## src/hdl/scba_pkg.sv

```systemverilog
// Shared types and constants for the size class block allocator.
// Used by the configuration registers, the allocation core and the top level.
`default_nettype none

package scba_pkg;

  // Number of block size registers, and so the most classes that can be served.
  localparam int NUM_REGS = 6;
  localparam int BYTES_W  = 16;
  localparam int CFG_IDX_W = 3;

  // Operation carried by a request beat.
  localparam logic MODE_ALLOC = 1'b0;
  localparam logic MODE_FREE  = 1'b1;

  // Result status codes.
  typedef enum logic [1:0] {
    ST_GRANTED   = 2'd0,
    ST_NO_BLOCK  = 2'd1,
    ST_FREED     = 2'd2,
    ST_NOT_ALLOC = 2'd3
  } status_t;

  // Block size of every class, class 0 in the lowest slot.
  typedef logic [NUM_REGS-1:0][BYTES_W-1:0] class_bytes_t;

  localparam class_bytes_t RESET_BYTES = {
    16'd512, 16'd256, 16'd128, 16'd64, 16'd32, 16'd16
  };

  // One request beat.
  typedef struct packed {
    logic         mode;
    logic [15:0]  req_size;
    logic [2:0]   free_class;
    logic [3:0]   free_index;
  } req_t;

  // One result beat.
  typedef struct packed {
    status_t      status;
    logic [2:0]   block_class;
    logic [3:0]   block_index;
  } result_t;

endpackage

`default_nettype wire

```

## src/hdl/size_class_block_allocator_top.sv

```systemverilog
// Size class block allocator, top level with request and result registers.
// Requests are held in the request register and results in the result register;
// one request per cycle unless a stalled result blocks it; size compares and the
// free-block search finish in the single logic stage between the two registers.
// Reset clears every busy bit, loads the default block sizes and empties both
// registers; no clearing pass follows.
// Depends on scba_pkg, scba_cfg_regs and scba_alloc_core.
`default_nettype none

module size_class_block_allocator_top #(
  parameter int NUM_CLASSES      = 6,
  parameter int BLOCKS_PER_CLASS = 16
) (
  input  wire logic                            clk,
  input  wire logic                            rst,
  input  wire logic                            cfg_we,
  input  wire logic [scba_pkg::CFG_IDX_W-1:0]  cfg_index,
  input  wire logic [scba_pkg::BYTES_W-1:0]    cfg_data,
  input  wire logic                            in_valid,
  output logic                                 in_stall,
  input  wire scba_pkg::req_t                  in_data,
  output logic                                 out_valid,
  input  wire logic                            out_stall,
  output scba_pkg::result_t                    out_data
);
  import scba_pkg::*;

  class_bytes_t class_bytes;
  logic         req_valid;
  req_t         req;
  logic         fire;
  result_t      result;

  scba_cfg_regs u_cfg_regs (
    .clk         (clk),
    .rst         (rst),
    .cfg_we      (cfg_we),
    .cfg_index   (cfg_index),
    .cfg_data    (cfg_data),
    .class_bytes (class_bytes)
  );

  // The held request is processed when the result register is free or draining.
  assign fire     = req_valid && (!out_valid || !out_stall);
  assign in_stall = req_valid && !fire;

  // Request register.
  always_ff @(posedge clk) begin
    if (rst) begin
      req_valid <= 1'b0;
    end else if (!in_stall) begin
      req_valid <= in_valid;
    end
  end

  always_ff @(posedge clk) begin
    if (!in_stall && in_valid) begin
      req <= in_data;
    end
  end

  scba_alloc_core #(
    .NUM_CLASSES      (NUM_CLASSES),
    .BLOCKS_PER_CLASS (BLOCKS_PER_CLASS)
  ) u_alloc_core (
    .clk         (clk),
    .rst         (rst),
    .fire        (fire),
    .req         (req),
    .class_bytes (class_bytes),
    .result      (result)
  );

  // Result register: holds a beat until the downstream side takes it.
  always_ff @(posedge clk) begin
    if (rst) begin
      out_valid <= 1'b0;
    end else if (fire) begin
      out_valid <= 1'b1;
    end else if (!out_stall) begin
      out_valid <= 1'b0;
    end
  end

  always_ff @(posedge clk) begin
    if (fire) begin
      out_data <= result;
    end
  end

endmodule

`default_nettype wire

```

## src/hdl/scba_cfg_regs.sv

```systemverilog
// Block size registers of the six size classes, written through a plain write port.
// Depends on scba_pkg for widths and reset values.
`default_nettype none

module scba_cfg_regs (
  input  wire logic                            clk,
  input  wire logic                            rst,
  input  wire logic                            cfg_we,
  input  wire logic [scba_pkg::CFG_IDX_W-1:0]  cfg_index,
  input  wire logic [scba_pkg::BYTES_W-1:0]    cfg_data,
  output scba_pkg::class_bytes_t               class_bytes
);
  import scba_pkg::*;

  // Each register takes the data when its index is written; other indexes are dropped.
  always_ff @(posedge clk) begin
    if (rst) begin
      class_bytes <= RESET_BYTES;
    end else if (cfg_we) begin
      for (int r = 0; r < NUM_REGS; r++) begin
        if (cfg_index == CFG_IDX_W'(r)) begin
          class_bytes[r] <= cfg_data;
        end
      end
    end
  end

endmodule

`default_nettype wire

```

## src/hdl/scba_alloc_core.sv

```systemverilog
// Allocation core: per-class busy bitmaps, size compares and lowest-free-block search.
// Depends on scba_pkg for the request, result and block size types.
`default_nettype none

module scba_alloc_core #(
  parameter int NUM_CLASSES      = 6,
  parameter int BLOCKS_PER_CLASS = 16
) (
  input  wire logic                    clk,
  input  wire logic                    rst,
  input  wire logic                    fire,
  input  wire scba_pkg::req_t          req,
  input  wire scba_pkg::class_bytes_t  class_bytes,
  output scba_pkg::result_t            result
);
  import scba_pkg::*;

  localparam int SERVED = (NUM_CLASSES < NUM_REGS) ? NUM_CLASSES : NUM_REGS;
  localparam int CLS_W  = (SERVED > 1) ? $clog2(SERVED) : 1;
  localparam int IDX_W  = (BLOCKS_PER_CLASS > 1) ? $clog2(BLOCKS_PER_CLASS) : 1;

  logic [SERVED-1:0][BLOCKS_PER_CLASS-1:0] busy_map;
  logic [SERVED-1:0][BLOCKS_PER_CLASS-1:0] busy_map_next;

  logic [SERVED-1:0][BLOCKS_PER_CLASS-1:0] free_bits;
  logic [SERVED-1:0]                       eligible;
  logic                                    alloc_hit;
  logic [CLS_W-1:0]                        sel_cls;
  logic [BLOCKS_PER_CLASS-1:0]             sel_row;
  logic [BLOCKS_PER_CLASS-1:0]             grant_mask;
  logic [IDX_W-1:0]                        grant_idx;
  logic [5:0]                              grant_idx6;

  logic                                    free_ok;
  logic                                    free_hit;
  logic [CLS_W-1:0]                        free_cls;
  logic [5:0]                              free_idx6;
  logic [BLOCKS_PER_CLASS-1:0]             free_mask;
  logic [BLOCKS_PER_CLASS-1:0]             free_row;

  // A class can serve the request when it is large enough and has a free block.
  always_comb begin
    for (int c = 0; c < SERVED; c++) begin
      free_bits[c] = ~busy_map[c];
      eligible[c]  = (req.req_size <= class_bytes[c]) && (|free_bits[c]);
    end
  end

  // First eligible class wins.
  always_comb begin
    alloc_hit = 1'b0;
    sel_cls   = '0;
    for (int c = SERVED - 1; c >= 0; c--) begin
      if (eligible[c]) begin
        alloc_hit = 1'b1;
        sel_cls   = CLS_W'(c);
      end
    end
  end

  // Isolate the lowest free block of the chosen class and encode its index.
  always_comb begin
    sel_row = '0;
    for (int c = 0; c < SERVED; c++) begin
      if (sel_cls == CLS_W'(c)) begin
        sel_row = free_bits[c];
      end
    end
    grant_mask = sel_row & (~sel_row + 1'b1);
    grant_idx  = '0;
    for (int b = 0; b < BLOCKS_PER_CLASS; b++) begin
      if (grant_mask[b]) begin
        grant_idx = grant_idx | IDX_W'(b);
      end
    end
    grant_idx6 = 6'(grant_idx);
  end

  // A free names a block that exists and is busy.
  always_comb begin
    free_cls  = req.free_class[CLS_W-1:0];
    free_idx6 = 6'(req.free_index);
    free_ok   = (req.free_class < 3'(SERVED) || SERVED == 8) &&
                (7'(free_idx6) < 7'(BLOCKS_PER_CLASS));
    for (int b = 0; b < BLOCKS_PER_CLASS; b++) begin
      free_mask[b] = (free_idx6 == 6'(b));
    end
    free_row = '0;
    for (int c = 0; c < SERVED; c++) begin
      if (free_cls == CLS_W'(c)) begin
        free_row = busy_map[c];
      end
    end
    free_hit = free_ok && (|(free_row & free_mask));
  end

  // Result of the request in the input register.
  always_comb begin
    result.status      = ST_NO_BLOCK;
    result.block_class = '0;
    result.block_index = '0;
    if (req.mode == MODE_ALLOC) begin
      if (alloc_hit) begin
        result.status      = ST_GRANTED;
        result.block_class = 3'(sel_cls);
        result.block_index = grant_idx6[3:0];
      end
    end else begin
      if (free_hit) begin
        result.status      = ST_FREED;
        result.block_class = req.free_class;
        result.block_index = req.free_index;
      end else begin
        result.status      = ST_NOT_ALLOC;
      end
    end
  end

  // Busy map update: set the granted bit or clear the freed bit.
  always_comb begin
    busy_map_next = busy_map;
    if (fire) begin
      for (int c = 0; c < SERVED; c++) begin
        if (req.mode == MODE_ALLOC && alloc_hit && sel_cls == CLS_W'(c)) begin
          busy_map_next[c] = busy_map[c] | grant_mask;
        end
        if (req.mode == MODE_FREE && free_hit && free_cls == CLS_W'(c)) begin
          busy_map_next[c] = busy_map[c] & ~free_mask;
        end
      end
    end
  end

  always_ff @(posedge clk) begin
    if (rst) begin
      busy_map <= '0;
    end else begin
      busy_map <= busy_map_next;
    end
  end

endmodule

`default_nettype wire
```

## config.mk

```make
export PLATFORM = sky130hd
export DESIGN_NAME = size_class_block_allocator_top
export DESIGN_NICKNAME = d
export VERILOG_FILES = /design/src/hdl/scba_pkg.sv /design/src/hdl/size_class_block_allocator_top.sv /design/src/hdl/scba_cfg_regs.sv /design/src/hdl/scba_alloc_core.sv
export SDC_FILE = /design/constraint.sdc
export NUM_CORES = 1
export LEC_CHECK = 0
export BUFFER_PORTS_ARGS = -buffer_cell sky130_fd_sc_hd__buf_2
export CAP_MARGIN = 30
export CELL_PAD_IN_SITES_DETAIL_PLACEMENT = 1
export CELL_PAD_IN_SITES_GLOBAL_PLACEMENT = 2
export CORE_ASPECT_RATIO = 0.6
export CORE_MARGIN = 1
export CORE_UTILIZATION = 38
export CTS_CLUSTER_DIAMETER = 150
export DETAILED_ROUTE_END_ITERATION = 10
export GPL_TIMING_DRIVEN = 0
export PLACE_DENSITY_LB_ADDON = 0.15
export SLEW_MARGIN = 20
export SYNTH_ARGS = -nofsm -noshare
export SYNTH_HDL_FRONTEND = slang
export SYNTH_SLANG_ARGS = --single-unit
```

## constraint.sdc

```tcl
create_clock -name clk -period 5.7 [get_ports clk]
set_clock_uncertainty 0.2 [all_clocks]
set_input_delay 1.71 -clock clk [delete_from_list [all_inputs] [get_ports clk]]
set_output_delay 1.71 -clock clk [all_outputs]
set_load 0.1 [all_outputs]
```

; ---- Word level (Yosys, flattened, before mapping)
; Cells that the tools add are included.
[word_totals]
ff_bits = 227
inputBits = 48
output_inout_bits = 11
wordCells = 198
[classes]
addsub = 1
n_lt_le_gt_ge = 7
n_eq_ne = 31
muxes = 57
bitwise_logic = 23
reduce_logical = 58
[ops]
columns = op, count
row1 = 2-to-1 mux 16 bit, 24
row2 = bitwise AND 16 bit, 8
row3 = inverter 16 bit, 8
row4 = OR reduction 16 bit, 7
row5 = less-or-equal comparator 16 bit, 6
row6 = bitwise OR 16 bit, 6
row7 = equality test 4 bit (second input constant), 8
row8 = 2-to-1 mux 4 bit, 8
row9 = 2-to-1 mux 3 bit, 10
row10 = logical AND 1 bit, 24
row11 = AND reduction 2 bit, 12
row12 = equality test 3 x 2 -> 1 bit (second input constant), 6
row13 = equality test 3 bit (second input constant), 6
row14 = adder 16 x 1 -> 16 bit (second input constant), 1
row15 = equality test 4 x 3 -> 1 bit (second input constant), 4
row16 = nonzero test 2 bit, 6
row17 = 2-to-1 mux 1 bit, 10
row18 = equality test 3 x 1 -> 1 bit (second input constant), 3
row19 = zero test 3 bit, 3
row20 = 2-to-1 mux 9 bit, 1
row21 = equality test 4 x 2 -> 1 bit (second input constant), 2
row22 = 2-to-1 mux 8 bit, 1
row23 = 2-to-1 mux 7 bit, 1
row24 = equality test 4 x 1 -> 1 bit (second input constant), 1
row25 = 7 further kinds, 11

; ---- Logic depth before layout (Yosys ltp)
[depth]
word_depth = 36
depth_mapped = 17
depth_no_buf = 14

; ---- Cells and area by module
; A second synthesis with hierarchy kept.
[hier_totals]
cells_unflattened = 1627
area_unflattened_um2 = 14056.0
[by_module_without_submodules]
columns = mod, instances, cells_each, area_per_inst_um2, seq_area_each_um2
row1 = scba_alloc_core, 1, 1238, 9133.8, 1921.8
row2 = scba_cfg_regs, 1, 346, 3844.9, 1921.8
row3 = size_class_block_allocator_top, 1, 43, 1077.3, 1031.0

; ---- Least setup slack after synthesis
; Ideal clock, no wire load.
[synth_path]
path_type = in2out
startpoint = input out_stall
endpoint = output in_stall
arrival_time_ps = 2521
required_ps = 3790
slack_ps = 1269
cell_stages = 1
path_cell_list = and3_1
[synth_via]
elab_chain_len = 5
[synth_rtl]
columns = element, line
row1 = start: declaration, size_class_block_allocator_top.sv:23  ; input wire logic out_stall,
row2 = zero test 1 bit, -
row3 = logical OR 1 bit, size_class_block_allocator_top.sv:44  ; assign fire = req_valid && (!out_valid || !out_stall);
row4 = logical AND 1 bit, size_class_block_allocator_top.sv:44
row5 = zero test 1 bit, size_class_block_allocator_top.sv:45  ; assign in_stall = req_valid && !fire;
row6 = logical AND 1 bit, size_class_block_allocator_top.sv:45
row7 = end: declaration, size_class_block_allocator_top.sv:20  ; output logic in_stall,
; Every way passes these cells.

==> impl_metrics.ini <==
[timing]
worstMarginPinSlew_ps = 1080
post-route-min-period_ps = 5620
slew_headroom_pct = 27.8
min_setup_slack_post_route_ps = 76.5
fin_crit_sh_pct = 98.7
timing_hold_violations_final = 0
report.final.setup_viol = 0
timing_max_transition_violations_final = 0
fmaxAchievable_mhz = 178

[route]
num_vias = 13481
dr_vias_cell = 6.16
ant_nets = 0
dr.first_iter.drc_count = 1505
avgRoutedWirePerCell_um = 28.1
detail_route.drc_violations = 0
finalWirelength_mm = 61.4
drt_pass1_iterations = 5

[floorplan]
initial_utilization_pct = 39.1
coreArea_sq_um = 32800
die_h_um = 144
floorplan.die_area_sq_um = 34500
floorplan.rows = 51
fp.dieW_um = 239
io_pins = 59

[synthesis]
synth_area_leaders = sky130_fd_sc_hd__dfxtp_1 (30%), sky130_fd_sc_hd__a21oi_1 (9.7%), sky130_fd_sc_hd__ha_1 (9.4%), sky130_fd_sc_hd__nand2_1 (8.7%), sky130_fd_sc_hd__edfxtp_1 (7.7%)
synth-seq-cells = 227
synth_largest_type_area_fraction_pct = 30.3
netlist.top_cell.by_area = sky130_fd_sc_hd__dfxtp_1
synthArstFlopShare_pct = 0
syn-cell-area_sq_um = 12800
syn_nets = 1756
yosys.cell_types.count = 79
synth-main-ff-cell = sky130_fd_sc_hd__dfxtp_1
synth-edff-count = 33
yosysMostFrequentCell = sky130_fd_sc_hd__nand2_1
syn_avg_cell_area_sq_um = 7.95
yosysSeqAreaShare_pct = 38.0
synth.yosys.warnings = 0
postSynthCellCount = 1612
synth_top_cells_by_count = sky130_fd_sc_hd__nand2_1 (297), sky130_fd_sc_hd__a21oi_1 (248), sky130_fd_sc_hd__dfxtp_1 (194)

[pwr]
leakagePower_nw = 5.06
power.density_cell_area_nw_per_um2 = 274
finalPower_w = 0.00406
worst_ir_drop_vdd_mv = 0.220

[clocking]
root_buffer = sky130_fd_sc_hd__clkbuf_16
clkSinkCount = 227
numCtsBuffers = 25
clkTransAtPathRegs_ps = 60
cts_tree = built
number_of_levels_the_h_tree_was_split_into = 1
clock_path_buffers = 3
worstSkewPairLatency_ps = 560

[hold_path]
min-delay-path-class = flop to flop
hold_path_startpoint = u_cfg_regs.class_bytes[7]

[setup_path]
critPathRequiredTime_ps = 5880
endpoint_kind = flop
r2r_start = req[19]
critPathLaunchType = flop
startpoint_to_endpoint_class_of_the_critical_path = flop to flop
worstPathArrival_ps = 5810
start_point_of_the_critical_path = req[19]
largest_fanout_on_the_critical_path = 10

[final_layout]
nets = 1863
drive_gt1_share_pct = 10.1
multiInputGateArea_sq_um = 7350
regArea_sq_um = 4870
areaGrowthSynthToFinish_pct = 15.6
layout.filler_cells = 4033
n_antenna_cell = 0

[global_routing]
grt_antenna_before_repair = 5
grt_pass1_vias = 12591
grt_usage_pct = 35.4
grt_pass1_wl_mm = 87.6
grt-ovfl-total = 0
grt_max_degree = 19

[placed_design]
io_buffers = 57
dp.final_hpwl_mm = 47.0
post-place-ws_ps = -523
globalplace.congestion = 0.990

[flow_run]
max_cap_viol_count = 0

[outcome]
outcome = finished clean
-- registers in the layout, indices dropped and copies added, names as in the netlist --
signal                  count
req_valid                   1
out_data                    9
u_alloc_core.busy_map      96
out_valid                   1
u_cfg_regs.class_bytes     96
req                        24
-- kinds of logic (layout without fill, tap and decap cells) --
kind of cell,after synthesis,after routing,share of synthesized area [%]
AND/OR/NAND/NOR,583,583,21.1
multiplexers,35,35,3.47
buffers and inverters,177,302,5.46
AO/OA/AOI/OAI,494,494,22.6
adder cells (fa/ha/maj),96,96,9.37
flip-flops,227,227,38.0
-- path summary, 6_finish.rpt --
check	slack [ps]	depth (start not counted)	to
setup / recovery	80	14	out_data[0]
hold reg to reg	250	2	u_cfg_regs.class_bytes[7]
setup reg to reg	80	14	out_data[0]
hold / removal	250	2	u_cfg_regs.class_bytes[7]
-- final cells by class --
class / count / area share [%]
sequential: 227 / 32.9
inverter: 105 / 2.66
multi-input combinational: 1208 / 49.6
tap: 450 / 3.80
clock buffer: 37 / 4.87
timing repair buffer: 81 / 3.45
buffer: 71 / 2.04
clock inverter: 8 / 0.642
-- layer usage --
metal,track usage (%),wire [um],vias up,part of all wire (%)
li1,-,-,5971,-
met1,56.0,31100,6764,51
met2,44.0,21600,701,35
met3,13.7,8180,43,13
met4,4.52,553,2,0.90
met5,0,11,-,0.018
-- where the power goes --
group / total, W / internal [W] / switching, W
Sequential: 0.00169 / 0.00166 / 0.0000329
Clock: 0.00171 / 0.000967 / 0.000739
Combinational: 0.000660 / 0.000181 / 0.000479
-- layout by cell type, fill, tap and decap left out, types with 5 or more instances in the layout --
cell	netlist	layout
sky130_fd_sc_hd__nand2_1	297	297
sky130_fd_sc_hd__a21oi_1	248	248
sky130_fd_sc_hd__dfxtp_1	194	194
sky130_fd_sc_hd__o21ai_0	122	122
sky130_fd_sc_hd__inv_1	105	105
sky130_fd_sc_hd__ha_1	96	96
sky130_fd_sc_hd__nor2_1	87	87
sky130_fd_sc_hd__clkbuf_1	60	67
sky130_fd_sc_hd__buf_2	4	63
sky130_fd_sc_hd__nand4_1	52	52
sky130_fd_sc_hd__nand3_1	44	44
sky130_fd_sc_hd__edfxtp_1	33	33
sky130_fd_sc_hd__clkbuf_16	0	26
sky130_fd_sc_hd__mux2i_1	23	23
sky130_fd_sc_hd__nand2b_1	20	20
sky130_fd_sc_hd__o22ai_1	17	17
sky130_fd_sc_hd__a22oi_1	16	16
sky130_fd_sc_hd__buf_4	0	16
sky130_fd_sc_hd__nor4_1	18	15
sky130_fd_sc_hd__nor2b_1	13	12
sky130_fd_sc_hd__and2_1	10	10
sky130_fd_sc_hd__o221ai_1	9	9
sky130_fd_sc_hd__mux4_2	7	7
sky130_fd_sc_hd__a21o_1	7	7
sky130_fd_sc_hd__o211ai_1	7	7
sky130_fd_sc_hd__o21a_1	6	6
sky130_fd_sc_hd__a211o_1	6	6
sky130_fd_sc_hd__mux2_2	5	5
sky130_fd_sc_hd__or4_1	5	5
sky130_fd_sc_hd__buf_6	4	5
sky130_fd_sc_hd__nor3_1	10	5
sky130_fd_sc_hd__nor3_2	0	5
-- what timing repair did --
item | 4_1_cts | 5_1_grt
resized for setup | 6 | 2
setup endpoints to repair | 61 | 42
setup buffers | 7 | 7
hold buffers | 0 | 0
pin swaps | 5 | 3
-- worst max-delay path: stages (launching register included) --
cell and delay, ps:
sky130_fd_sc_hd__edfxtp_1 640, sky130_fd_sc_hd__ha_1 400, sky130_fd_sc_hd__nand4_1 170, sky130_fd_sc_hd__or4_1 650, sky130_fd_sc_hd__nor2_1 210, sky130_fd_sc_hd__a31oi_4 110, sky130_fd_sc_hd__nand2_1 270, sky130_fd_sc_hd__o41a_2 260
sky130_fd_sc_hd__buf_2 360, sky130_fd_sc_hd__o221ai_1 340, sky130_fd_sc_hd__a222oi_1 480, sky130_fd_sc_hd__nand4_2 250, sky130_fd_sc_hd__or4_4 690, sky130_fd_sc_hd__nor4b_1 210, sky130_fd_sc_hd__a32oi_1 190
-- stage by stage --
stage	area (sq um)	utilization [%]	hold WS [ps]	setup TNS, ps	std cells
floorplan	12800	-	236	0	1612
finish	14800	45.2	253	0	2187
global placement	13700	41.7	242	-21290	2119
detailed placement	13800	42.0	247	-16760	2124
CTS	14700	44.8	256	0	2176
global route	14800	45.2	269	-6.70	2187
Note: power is estimated with default switching activity, not from simulation.
